--- src/hw/rtl/scol_pkg.sv ---
package scol_pkg;

    // parser modes, shared by the parser and the top level
    typedef enum logic [2:0] {
        MODE_IDLE   = 3'd0,
        MODE_LIGHT  = 3'd1,
        MODE_VOLUME = 3'd2,
        MODE_SYMBOL = 3'd3,
        MODE_MOTOR  = 3'd4,
        MODE_ENABLE = 3'd5,
        MODE_TOP    = 3'd6,
        MODE_FLASH  = 3'd7
    } t_mode;

    // configuration register indexes
    localparam logic [1:0] CFG_RISE_STEP = 2'd0;
    localparam logic [1:0] CFG_FALL_STEP = 2'd1;
    localparam logic [1:0] CFG_TOP_LIMIT = 2'd2;

    localparam int CFG_WIDTH   = 12;
    localparam int STEP_WIDTH  = 8;
    localparam int LIMIT_WIDTH = 12;
    localparam int POS_WIDTH   = 14;
    localparam int LIGHT_LEN   = 15;
    localparam int VOLUME_LEN  = 5;
    localparam int COUNT_WIDTH = 4;

    localparam logic [STEP_WIDTH-1:0]  RISE_STEP_RESET = 8'd20;
    localparam logic [STEP_WIDTH-1:0]  FALL_STEP_RESET = 8'd40;
    localparam logic [LIMIT_WIDTH-1:0] TOP_LIMIT_RESET = 12'd2000;

    // bits of the frame word that can ever be set
    localparam logic [31:0] FRAME_USED_MASK = 32'h3FFF_3F06;

    localparam logic [7:0] CHAR_ZERO = 8'h30;
    localparam logic [7:0] CHAR_ONE  = 8'h31;

    // committed groups after one word, parser to top level
    typedef struct packed {
        logic                  frame_load;
        t_mode                 mode;
        logic [LIGHT_LEN-1:0]  light;
        logic [VOLUME_LEN-1:0] volume;
        logic [2:0]            symbol;
        logic [2:0]            motor_en;
        logic [1:0]            enable;
        logic                  top;
        logic                  flash;
    } t_cmd_stat;

    // motor step outcome, motor unit to top level
    typedef struct packed {
        logic up;
        logic down;
        logic spin;
    } t_motor_stat;

    function automatic t_mode letter_mode(input logic [7:0] c);
        t_mode m;
        case (c)
            8'h6C:   m = MODE_LIGHT;   // l
            8'h76:   m = MODE_VOLUME;  // v
            8'h73:   m = MODE_SYMBOL;  // s
            8'h6D:   m = MODE_MOTOR;   // m
            8'h65:   m = MODE_ENABLE;  // e
            8'h74:   m = MODE_TOP;     // t
            8'h66:   m = MODE_FLASH;   // f
            default: m = MODE_IDLE;
        endcase
        return m;
    endfunction

    function automatic logic [COUNT_WIDTH-1:0] group_len(input t_mode m);
        logic [COUNT_WIDTH-1:0] n;
        unique case (m)
            MODE_LIGHT:  n = 4'd15;
            MODE_VOLUME: n = 4'd5;
            MODE_SYMBOL: n = 4'd3;
            MODE_MOTOR:  n = 4'd3;
            MODE_ENABLE: n = 4'd2;
            MODE_TOP:    n = 4'd1;
            MODE_FLASH:  n = 4'd1;
            default:     n = 4'd0;
        endcase
        return n;
    endfunction

    // serial chain image, serial byte k lands in word byte 3-k
    function automatic logic [31:0] pack_frame(
        input logic [LIGHT_LEN-1:0]  light,
        input logic [VOLUME_LEN-1:0] volume,
        input logic [1:0]            enable
    );
        logic [31:0] ser;
        ser        = '0;
        ser[5:0]   = light[5:0];
        ser[16:8]  = light[14:6];
        ser[21:17] = volume;
        ser[26:25] = enable;
        return {ser[7:0], ser[15:8], ser[23:16], ser[31:24]};
    endfunction

endpackage

--- src/hw/rtl/scol_cmd_parser.sv ---
module scol_cmd_parser
    import scol_pkg::*;
(
    input  logic      i_clk,
    input  logic      i_rst_n,
    input  logic      i_fire,
    input  logic      i_opcode,
    input  logic [7:0] i_rx_byte,
    output t_cmd_stat o_stat
);

    t_mode                  r_mode,    n_mode;
    logic [COUNT_WIDTH-1:0] r_count,   n_count;
    logic [LIGHT_LEN-1:0]   r_staging, n_staging;
    logic [LIGHT_LEN-1:0]   r_light,   n_light;
    logic [VOLUME_LEN-1:0]  r_volume,  n_volume;
    logic [2:0]             r_symbol,  n_symbol;
    logic [2:0]             r_motor,   n_motor;
    logic [1:0]             r_enable,  n_enable;
    logic                   r_top,     n_top;
    logic                   r_flash,   n_flash;
    logic                   n_load;

    always_comb begin
        t_mode                  mode_eff;
        logic                   digit;
        logic [COUNT_WIDTH-1:0] cnt_inc;
        n_mode    = r_mode;
        n_count   = r_count;
        n_staging = r_staging;
        n_light   = r_light;
        n_volume  = r_volume;
        n_symbol  = r_symbol;
        n_motor   = r_motor;
        n_enable  = r_enable;
        n_top     = r_top;
        n_flash   = r_flash;
        n_load    = 1'b0;
        digit     = (i_rx_byte == CHAR_ZERO) || (i_rx_byte == CHAR_ONE);
        // a non-digit aborts an open group and is then taken as a command
        mode_eff  = (r_mode != MODE_IDLE && !digit) ? MODE_IDLE : r_mode;
        cnt_inc   = r_count + 4'd1;
        if (i_fire && i_opcode) begin
            if (mode_eff != MODE_IDLE) begin
                if (r_count < 4'(LIGHT_LEN)) begin
                    n_staging[r_count] = i_rx_byte[0];
                end
                if (cnt_inc >= group_len(mode_eff)) begin
                    n_mode  = MODE_IDLE;
                    n_count = '0;
                    unique case (mode_eff)
                        MODE_LIGHT: begin
                            n_light = n_staging;
                            n_load  = 1'b1;
                        end
                        MODE_VOLUME: begin
                            n_volume = n_staging[VOLUME_LEN-1:0];
                            n_load   = 1'b1;
                        end
                        MODE_SYMBOL: n_symbol = n_staging[2:0];
                        MODE_MOTOR: begin
                            n_motor = n_staging[2:0];
                            n_load  = 1'b1;
                        end
                        MODE_ENABLE: begin
                            n_enable = n_staging[1:0];
                            n_load   = 1'b1;
                        end
                        MODE_TOP:   n_top   = n_staging[0];
                        default:    n_flash = n_staging[0];
                    endcase
                end else begin
                    n_count = cnt_inc;
                end
            end else begin
                n_mode  = letter_mode(i_rx_byte);
                n_count = '0;
            end
        end
    end

    always_ff @(posedge i_clk) begin
        if (!i_rst_n) begin
            r_mode    <= MODE_IDLE;
            r_count   <= '0;
            r_staging <= '0;
            r_light   <= '0;
            r_volume  <= '0;
            r_symbol  <= '0;
            r_motor   <= '0;
            r_enable  <= '0;
            r_top     <= 1'b0;
            r_flash   <= 1'b0;
        end else begin
            r_mode    <= n_mode;
            r_count   <= n_count;
            r_staging <= n_staging;
            r_light   <= n_light;
            r_volume  <= n_volume;
            r_symbol  <= n_symbol;
            r_motor   <= n_motor;
            r_enable  <= n_enable;
            r_top     <= n_top;
            r_flash   <= n_flash;
        end
    end

    assign o_stat = '{
        frame_load: n_load,
        mode:       n_mode,
        light:      n_light,
        volume:     n_volume,
        symbol:     n_symbol,
        motor_en:   n_motor,
        enable:     n_enable,
        top:        n_top,
        flash:      n_flash
    };

endmodule

--- src/hw/rtl/scol_motor.sv ---
module scol_motor
    import scol_pkg::*;
(
    input  logic                   i_clk,
    input  logic                   i_rst_n,
    input  logic                   i_fire,
    input  logic [2:0]             i_motor_en,
    input  logic [STEP_WIDTH-1:0]  i_rise_step,
    input  logic [STEP_WIDTH-1:0]  i_fall_step,
    input  logic [LIMIT_WIDTH-1:0] i_top_limit,
    output t_motor_stat            o_stat
);

    logic [POS_WIDTH-1:0] r_pos, n_pos;
    logic [POS_WIDTH-1:0] limit_ext, rise_ext, fall_ext;
    logic                 step_up, step_down;

    assign limit_ext = POS_WIDTH'(i_top_limit);
    assign rise_ext  = POS_WIDTH'(i_rise_step);
    assign fall_ext  = POS_WIDTH'(i_fall_step);

    assign step_up   = i_motor_en[0] && (r_pos < limit_ext);
    assign step_down = !step_up && i_motor_en[1] && (r_pos != '0);

    always_comb begin
        n_pos = r_pos;
        if (i_fire) begin
            if (step_up) begin
                n_pos = r_pos + rise_ext;
            end else if (step_down) begin
                // saturate at zero on overshoot
                n_pos = (r_pos > fall_ext) ? (r_pos - fall_ext) : '0;
            end
        end
    end

    always_ff @(posedge i_clk) begin
        if (!i_rst_n) begin
            r_pos <= '0;
        end else begin
            r_pos <= n_pos;
        end
    end

    assign o_stat = '{
        up:   step_up,
        down: step_down,
        spin: i_motor_en[2] && (n_pos >= limit_ext)
    };

endmodule

--- src/hw/rtl/serial_command_output_latch.sv ---
// serial command parser and output latch for a lamp/volume chain, symbol and
// top/flash lamps and a motor lift with servo. each input word is a tick,
// optionally preceded by a received byte (i_opcode = 1). letters l v s m e t f
// open a group of 15 5 3 3 2 1 1 bits, digits '0'/'1' fill it from bit 0 up,
// and the group is committed when full; any other byte drops an open group
// and is taken as a new command. every word also takes one motor step.
// each input word yields exactly one result word, passing through the input
// register and then the result register: two-stage pipeline, one word per
// clock sustained while the result side is not held. a held result keeps the
// input register full, and the input side stalls only once both stages hold a
// word. configuration writes (0 rise step, 1 fall step, 2 top limit) land at
// the write edge and must only be issued while no word is in flight.
module serial_command_output_latch
    import scol_pkg::*;
(
    input  logic                 i_clk,
    input  logic                 i_rst_n,
    // input channel
    input  logic                 i_in_valid,
    output logic                 o_in_ready,
    input  logic                 i_opcode,
    input  logic [7:0]           i_rx_byte,
    // result channel
    output logic                 o_out_valid,
    input  logic                 i_out_ready,
    output logic [31:0]          o_frame_word,
    output logic                 o_frame_load,
    output logic [2:0]           o_symbol_lines,
    output logic                 o_top_light,
    output logic                 o_flash_light,
    output logic                 o_motor_up_pulse,
    output logic                 o_motor_down_pulse,
    output logic                 o_spin_cmd,
    output logic [2:0]           o_mode_now,
    // configuration write port
    input  logic                 i_cfg_we,
    input  logic [1:0]           i_cfg_index,
    input  logic [CFG_WIDTH-1:0] i_cfg_data
);

    // configuration registers
    logic [STEP_WIDTH-1:0]  r_rise_step;
    logic [STEP_WIDTH-1:0]  r_fall_step;
    logic [LIMIT_WIDTH-1:0] r_top_limit;

    // input register
    logic       r_in_valid;
    logic       r_opcode;
    logic [7:0] r_rx_byte;

    // result register
    logic        r_out_valid;
    logic [31:0] r_frame_word;
    logic        r_frame_load;
    logic [2:0]  r_symbol_lines;
    logic        r_top_light;
    logic        r_flash_light;
    logic        r_up;
    logic        r_down;
    logic        r_spin;
    t_mode       r_mode_now;

    logic        advance;   // result register can take a new word
    logic        fire;      // word in the input register is processed
    t_cmd_stat   cmd_stat;
    t_motor_stat motor_stat;

    assign advance    = !r_out_valid || i_out_ready;
    assign fire       = r_in_valid && advance;
    // input stage refills whenever its word moves on, so no bubble
    assign o_in_ready = !r_in_valid || advance;

    always_ff @(posedge i_clk) begin
        if (!i_rst_n) begin
            r_rise_step <= RISE_STEP_RESET;
            r_fall_step <= FALL_STEP_RESET;
            r_top_limit <= TOP_LIMIT_RESET;
        end else if (i_cfg_we) begin
            case (i_cfg_index)
                CFG_RISE_STEP: r_rise_step <= i_cfg_data[STEP_WIDTH-1:0];
                CFG_FALL_STEP: r_fall_step <= i_cfg_data[STEP_WIDTH-1:0];
                CFG_TOP_LIMIT: r_top_limit <= i_cfg_data[LIMIT_WIDTH-1:0];
                default: ;  // unused index, write dropped
            endcase
        end
    end

    // input register
    always_ff @(posedge i_clk) begin
        if (!i_rst_n) begin
            r_in_valid <= 1'b0;
        end else if (o_in_ready) begin
            r_in_valid <= i_in_valid;
        end
    end

    always_ff @(posedge i_clk) begin
        if (i_in_valid && o_in_ready) begin
            r_opcode  <= i_opcode;
            r_rx_byte <= i_rx_byte;
        end
    end

    scol_cmd_parser u_parser (
        .i_clk     (i_clk),
        .i_rst_n   (i_rst_n),
        .i_fire    (fire),
        .i_opcode  (r_opcode),
        .i_rx_byte (r_rx_byte),
        .o_stat    (cmd_stat)
    );

    // motor sees the enable bits as committed by this same word
    scol_motor u_motor (
        .i_clk       (i_clk),
        .i_rst_n     (i_rst_n),
        .i_fire      (fire),
        .i_motor_en  (cmd_stat.motor_en),
        .i_rise_step (r_rise_step),
        .i_fall_step (r_fall_step),
        .i_top_limit (r_top_limit),
        .o_stat      (motor_stat)
    );

    // result register
    always_ff @(posedge i_clk) begin
        if (!i_rst_n) begin
            r_out_valid <= 1'b0;
        end else if (advance) begin
            r_out_valid <= r_in_valid;
        end
    end

    always_ff @(posedge i_clk) begin
        if (fire) begin
            r_frame_word   <= pack_frame(cmd_stat.light, cmd_stat.volume, cmd_stat.enable);
            r_frame_load   <= cmd_stat.frame_load;
            r_symbol_lines <= cmd_stat.symbol;
            r_top_light    <= cmd_stat.top;
            r_flash_light  <= cmd_stat.flash;
            r_up           <= motor_stat.up;
            r_down         <= motor_stat.down;
            r_spin         <= motor_stat.spin;
            r_mode_now     <= cmd_stat.mode;
        end
    end

    assign o_out_valid        = r_out_valid;
    assign o_frame_word       = r_frame_word;
    assign o_frame_load       = r_frame_load;
    assign o_symbol_lines     = r_symbol_lines;
    assign o_top_light        = r_top_light;
    assign o_flash_light      = r_flash_light;
    assign o_motor_up_pulse   = r_up;
    assign o_motor_down_pulse = r_down;
    assign o_spin_cmd         = r_spin;
    assign o_mode_now         = r_mode_now;

    // up and down steps are exclusive
    a_step_exclusive: assert property (@(posedge i_clk) disable iff (!i_rst_n)
        r_out_valid |-> !(r_up && r_down))
        else $error("motor up and down pulse in the same word");

    // unused chain positions always read zero
    a_frame_unused_zero: assert property (@(posedge i_clk) disable iff (!i_rst_n)
        r_out_valid |-> ((r_frame_word & ~FRAME_USED_MASK) == 32'h0))
        else $error("frame word has an unused bit set");

    // a commit always closes the group
    a_load_closes_group: assert property (@(posedge i_clk) disable iff (!i_rst_n)
        (r_out_valid && r_frame_load) |-> (r_mode_now == MODE_IDLE))
        else $error("frame load with a group still open");

    // an accepted word is held in the input register next cycle
    a_accept_captured: assert property (@(posedge i_clk) disable iff (!i_rst_n)
        (i_in_valid && o_in_ready) |=> r_in_valid)
        else $error("accepted word lost from input register");

endmodule

--- config.mk ---
export PLATFORM = sky130hd
export DESIGN_NAME = serial_command_output_latch
export DESIGN_NICKNAME = d
export VERILOG_FILES = /design/src/hw/rtl/scol_pkg.sv /design/src/hw/rtl/scol_cmd_parser.sv /design/src/hw/rtl/scol_motor.sv /design/src/hw/rtl/serial_command_output_latch.sv
export SDC_FILE = /design/constraint.sdc
export NUM_CORES = 1
export LEC_CHECK = 0
export BUFFER_PORTS_ARGS = -buffer_cell sky130_fd_sc_hd__buf_2
export CORE_MARGIN = 1.5
export CORE_UTILIZATION = 29
export CTS_CLUSTER_SIZE = 20
export DETAILED_ROUTE_END_ITERATION = 10
export GPL_ROUTABILITY_DRIVEN = 0
export PLACE_DENSITY_LB_ADDON = 0.12
export SKIP_CTS_REPAIR_TIMING = 1
export SLEW_MARGIN = 20
export SYNTH_ARGS = -nofsm -noshare
export SYNTH_HDL_FRONTEND = slang
export SYNTH_SLANG_ARGS = --single-unit
export TNS_END_PERCENT = 100
--- constraint.sdc ---
create_clock -name i_clk -period 12.03 [get_ports i_clk]
set_input_delay 1.8045 -clock i_clk [delete_from_list [all_inputs] [get_ports i_clk]]
set_output_delay 1.8045 -clock i_clk [all_outputs]
set_load 0.01 [all_outputs]
# After elaboration in Yosys (flattened, before gate mapping)
# Cells that the tools add are included.
# Widths: inputs -> output; s select.
# totals
in_bits,28
output_inout_bits,46
word_cells,131
regBits,139
# classes
n_mux,47
n_eq_ne,18
n_addsub,3
n_reduce_logical,29
magnitude_cmp,7
# op_table
operator,n
$mux 15,5
$eq 8x7->1 const B,7
$mux 14,4
$mux 3,12
$pmux 3 s7,1
$mux 5,4
$pmux 4 s5,1
$eq 8x6->1 const B,2
$mux 4,4
$bwmux 15,1
$add 14x8->14,1
$ge 14x12->1,1
$gt 14x8->1,1
$lt 14x12->1,1
$reduce_bool 14->1,1
$sub 14x8->14,1
$eq 3x3->1 const B,4
$mux 1,10
$logic_and 1x1->1,9
$mux 2,4
$reduce_and 2->1,4
$eq 3x2->1 const B,2
$reduce_bool 3->1,2
$reduce_or 6->1,1
other kinds (15),21

# Logic depth before layout (Yosys ltp)
# depth
ltp_word,23
depth_mapped,25
mapped_depth_nobuf,23

# Cells and area by module
# Synthesis repeated with hierarchy kept, for this count alone.
# unflattened
hier_cells,793
hier_area_um2,7788.7
# by_module_without_submodules
module,seq_area_each_um2,instances,cells_per_inst,area_per_inst_um2
scol_cmd_parser,1041.0,1,322,2901.5
serial_command_output_latch,1891.8,1,180,2611.3
scol_motor,280.3,1,291,2275.9

# Least setup slack after synthesis
# No wires, ideal clock.
# synth_timing
kind,in2reg
from,in i_out_ready
to,"reg r_spin (netlist: o_spin_cmd), data pin"
required_time_ns,11.762
setup_time_ns,0.268
arrival_time_ns,4.774
path_stages,20
setup_slack_ns,6.988
n_path_buf,2
cell_sequence,nand2b_1 nand4_1 or4b_1 buf_2 mux2i_2 nand2_1 inv_2 buf_2 a22oi_1 nor2_1 nor2_1 ha_1 nand2b_1 a21oi_1 nor2b_1 o21ai_0 a21oi_1 a31oi_1 o21a_1 a31oi_1
# synth_lines
element,line_no,text
from (decl),serial_command_output_latch.sv:25,"input logic i_out_ready,"
to (signal assigned),serial_command_output_latch.sv:143,r_spin <= motor_stat.spin;
to (decl),serial_command_output_latch.sv:60,logic r_spin;

==> run summary <==
The starting utilization of the core area is 0.298. The aggregate global routing overflow came out at 0. The largest net degree at the start of global routing came out at 57.

0 antenna diodes ended up in the layout. The power density over cell area came out at 130 mW/mm². Across the VDD grid, the largest voltage drop is 0.0720 mV. The worst setup path is launched from a flop. The switching share of total power is 0.242.

The layout-stage area growth over the synthesis result came out at 16.6%. The total power is 1.11 mW. The H-tree depth came out at 4.

The uppermost metal layer occupied by signal nets is met4. Of the total power, registers draw 0.449. The number of synthesized flops with an enable pin is 43. After synthesis, the cell types taking the most area are sky130_fd_sc_hd__dfxtp_1, sky130_fd_sc_hd__edfxtp_1, sky130_fd_sc_hd__ha_1, sky130_fd_sc_hd__mux2i_1, sky130_fd_sc_hd__nand2_1. The setup TNS after final layout came out at 0 ns. The die width is 162 µm. Setup repair after global routing left no endpoint under its margin. By count the netlist is led by sky130_fd_sc_hd__dfxtp_1, sky130_fd_sc_hd__nand2_1, sky130_fd_sc_hd__nor2_1. Along the worst path, the maximum fanout reaches 16. For this run, the register share of the synthesized area comes to 0.440. The number of maximum-capacitance violations came out at 0.

The tree is rooted in a sky130_fd_sc_hd__clkbuf_16. Of the available clock period, the critical path in the final layout requires 0.444. The share of cells above drive strength 1 is 0.144. The clock network power share came out at 0.501. The count of final hold-check violations came to 0. The cell-internal power came out at ~0.84 mW. The placed wire-length estimate is 12500 µm. The initial antenna violation count came out at 0. The mean instance size in the synthesized netlist is 9.55 µm². The first routing iteration left 233 violations. The number of clock sinks is 139. The via count of the routed design came out at 5334. The average detailed-routed wire length per instance came out at 14.7 µm. The number of nets with antenna violations after detailed routing is 0. During synthesis, Yosys emitted a total of 0 warnings. The routed length on met2 came out at 7840 µm. The share of async-settable or async-resettable flops after synthesis came out at 0.

The DRC violation count after routing is 0. The leading cell type by number of instances after synthesis is sky130_fd_sc_hd__dfxtp_1. The sum of routed wire segments on met1 came out at 8400 µm. The number of different library cells in the post-synthesis netlist came out at 66. The overall track demand over capacity in global routing came out at 0.136. The area of the placeable core came out at 0.0245 mm².

The count of buffers inserted at the top-level ports came out at 63. TritonCTS built the clock tree. The post-synthesis sequential element count is about 140. The actual slew at the worst max-slew pin came out at roughly 1.0 ns. The maximum count of clock buffers along a single path is 2. The final routed wirelength across all metal layers is 17000 µm.

The count of nets after finishing came out at 895. The first-pass iteration count of the detailed router came out at 4. The number of clock buffers added by TritonCTS is 17.

The run finished with clean final reports. The floorplan step defined a die boundary enclosing ~0.026 mm². The first-pass GRT wire length is 27500 µm. The via count of the first global-routing pass came out at 5105.

The number of top-level pins is 74. The signal arrival time at the worst endpoint came out at 5.51 ns. The routed length on met3 is around 550 µm.

Between clock sinks in the finished design, the worst skew comes to between 0.009 and 0.01 ns. The smallest clock period supported by the final layout is computed as 5.34 ns. The synthesized design spends more area on one cell type than any other, namely sky130_fd_sc_hd__dfxtp_1.

The clock latency at the later pin of the worst-skew pair is 0.43 ns. The data required time of the worst path is 12.19 ns. The critical path is of the flop to flop type.

The power spent charging and discharging nets is 0.268 mW. Of the post-synthesis cell area, the dominant cell type holds 0.263. Once layout is complete, the utilization of the core stands at 0.347. The total standard cell area after synthesis is about 0.0073 mm². The clock slew seen by the registers of the worst setup and hold paths came out at 0.07 ns. The average via count per standard cell is approximately 4.6. The kind of path behind the tightest hold check is flop to flop.

Among all flip-flop cells after synthesis, the most frequent one is sky130_fd_sc_hd__dfxtp_1. The max-slew violation count is 0. Synthesis produced a netlist whose cell count is 765. The static leakage power is approximately 3.6 nW. Of the total power, combinational logic draws 0.050. The number of filler cells placed in the layout came out at 2563. The highest attainable clock frequency is 0.187 GHz. The normalized max-slew margin came out at 0.334. The critical path capture point type is a flop. The floorplan step set the die height to ~160 µm. The standard-cell row count came out at 57. The number of setup violations in the final report came out at 0.
[per-layer routing]
layer  global-route usage  up-vias
met3               0.0301       16
met5                    0        -
met2                0.218       77
met4               0.0517        0
met1                0.179     2457
li1                     -     2784
[power groups by stage]
| stage | logic (mW) | registers [mW] | clock network [mW] |
|---|---|---|---|
| floorplan | 0.0346 | 0.510 | 0 |
| global placement | 0.0565 | 0.508 | 0 |
| detailed placement | 0.0561 | 0.508 | 0 |
| CTS | 0.0564 | 0.497 | 0.573 |
| global route | 0.0622 | 0.498 | 0.592 |
| finish | 0.0550 | 0.497 | 0.555 |
[state kept, by name, indices dropped and copies added (netlist names), 4 cells and up]
signal and flops:
r_fall_step 8, r_top_limit 12, o_frame_word 22, r_rise_step 8
u_parser.r_volume 5, u_parser.r_count 4, u_parser.r_light 15, u_motor.r_pos 14
r_rx_byte 8, u_parser.r_staging 15
[stage by stage]
stage	hold slack, ns	worst slack, ns	std cells	instance area (µm²)
final	0.465	6.69	1155	8520
after global routing	0.491	6.03	1155	8520
after CTS	0.472	6.68	1155	8520
after detailed placement	0.463	6.40	1123	7890
after global placement	0.455	6.44	1123	7890
after floorplan	0.438	6.99	774	7340
[cell families after synthesis]
| kind of cell | count (synthesis) | synth area share |
|---|---|---|
| compound gates | 146 | 0.131 |
| xor+xnor | 13 | 0.0156 |
| fa+ha+maj | 49 | 0.0860 |
| buf+inv | 76 | 0.0456 |
| flops | 139 | 0.440 |
| mux | 54 | 0.0769 |
| other cells | 1 | 0.000514 |
| simple gates | 287 | 0.204 |
[worst max-delay path: stages (launching register included)]
cell                        delay [ns]
sky130_fd_sc_hd__edfxtp_1         0.42
sky130_fd_sc_hd__and2b_1          0.24
sky130_fd_sc_hd__nand4b_1         0.22
sky130_fd_sc_hd__or3b_2           0.53
sky130_fd_sc_hd__ha_1             0.28
sky130_fd_sc_hd__a2111oi_0        0.46
sky130_fd_sc_hd__or4b_1           0.34
sky130_fd_sc_hd__mux2i_2          0.41
sky130_fd_sc_hd__nand2_1          0.22
sky130_fd_sc_hd__inv_2            0.30
sky130_fd_sc_hd__a22oi_1          0.14
sky130_fd_sc_hd__nor2_1           0.15
sky130_fd_sc_hd__nor2_1           0.08
sky130_fd_sc_hd__ha_1             0.26
sky130_fd_sc_hd__nand2b_1         0.14
sky130_fd_sc_hd__a21oi_1          0.15
sky130_fd_sc_hd__nor2b_1          0.06
sky130_fd_sc_hd__o21ai_0          0.14
sky130_fd_sc_hd__a21oi_1          0.11
sky130_fd_sc_hd__a31oi_1          0.19
sky130_fd_sc_hd__o21a_1           0.16
sky130_fd_sc_hd__a31oi_1          0.08
[area by class of cell]
type | instances | area, µm² | share of cell area
Clock buffer | 18 | 450 | 0.0529
Timing Repair Buffer | 69 | 360 | 0.0423
Tap cell | 324 | 405 | 0.0476
Clock inverter | 14 | 173 | 0.0203
Inverter | 32 | 120 | 0.0141
Multi-Input combinational cell | 559 | 3790 | 0.446
Sequential cell | 139 | 3210 | 0.377
[worst paths after layout]
kind	from	endpoint	slack, ns	cells after the start
worst max-delay path	r_rx_byte[2]	o_spin_cmd	6.69	21
worst min-delay path	r_top_limit[1]	r_top_limit[1]	0.46	2
worst max register to register	r_rx_byte[2]	o_spin_cmd	6.69	21
worst min register to register	r_top_limit[1]	r_top_limit[1]	0.46	2
[placed cells by master, fill, tap and decap left out, types with 5 or more instances in the layout]
cell / Yosys / routed
sky130_fd_sc_hd__xor2_1: 9 / 9
sky130_fd_sc_hd__o2bb2ai_1: 6 / 6
sky130_fd_sc_hd__nand2b_1: 7 / 7
sky130_fd_sc_hd__conb_1: 1 / 10
sky130_fd_sc_hd__dfxtp_1: 96 / 96
sky130_fd_sc_hd__a22oi_1: 7 / 7
sky130_fd_sc_hd__nor3b_1: 6 / 6
sky130_fd_sc_hd__inv_1: 31 / 30
sky130_fd_sc_hd__edfxtp_1: 43 / 43
sky130_fd_sc_hd__a21boi_0: 8 / 8
sky130_fd_sc_hd__nand3_1: 11 / 11
sky130_fd_sc_hd__a21o_1: 7 / 7
sky130_fd_sc_hd__nor3_1: 9 / 8
sky130_fd_sc_hd__and3_1: 8 / 8
sky130_fd_sc_hd__buf_4: 10 / 6
sky130_fd_sc_hd__mux2i_1: 42 / 42
sky130_fd_sc_hd__buf_2: 2 / 63
sky130_fd_sc_hd__ha_1: 47 / 47
sky130_fd_sc_hd__and2_1: 42 / 42
sky130_fd_sc_hd__nor2b_1: 36 / 36
sky130_fd_sc_hd__o211ai_1: 8 / 8
sky130_fd_sc_hd__a211oi_1: 6 / 6
sky130_fd_sc_hd__nor2_1: 53 / 53
sky130_fd_sc_hd__nand2_1: 80 / 80
sky130_fd_sc_hd__o21ai_0: 30 / 30
sky130_fd_sc_hd__clkbuf_16: 0 / 18
sky130_fd_sc_hd__mux2_2: 9 / 9
sky130_fd_sc_hd__o21a_1: 9 / 9
sky130_fd_sc_hd__a21oi_1: 39 / 39
sky130_fd_sc_hd__o211a_1: 5 / 5
sky130_fd_sc_hd__or3_1: 5 / 5
sky130_fd_sc_hd__nand4_1: 6 / 6
No activity file was read; power rests on OpenSTA's default activity.
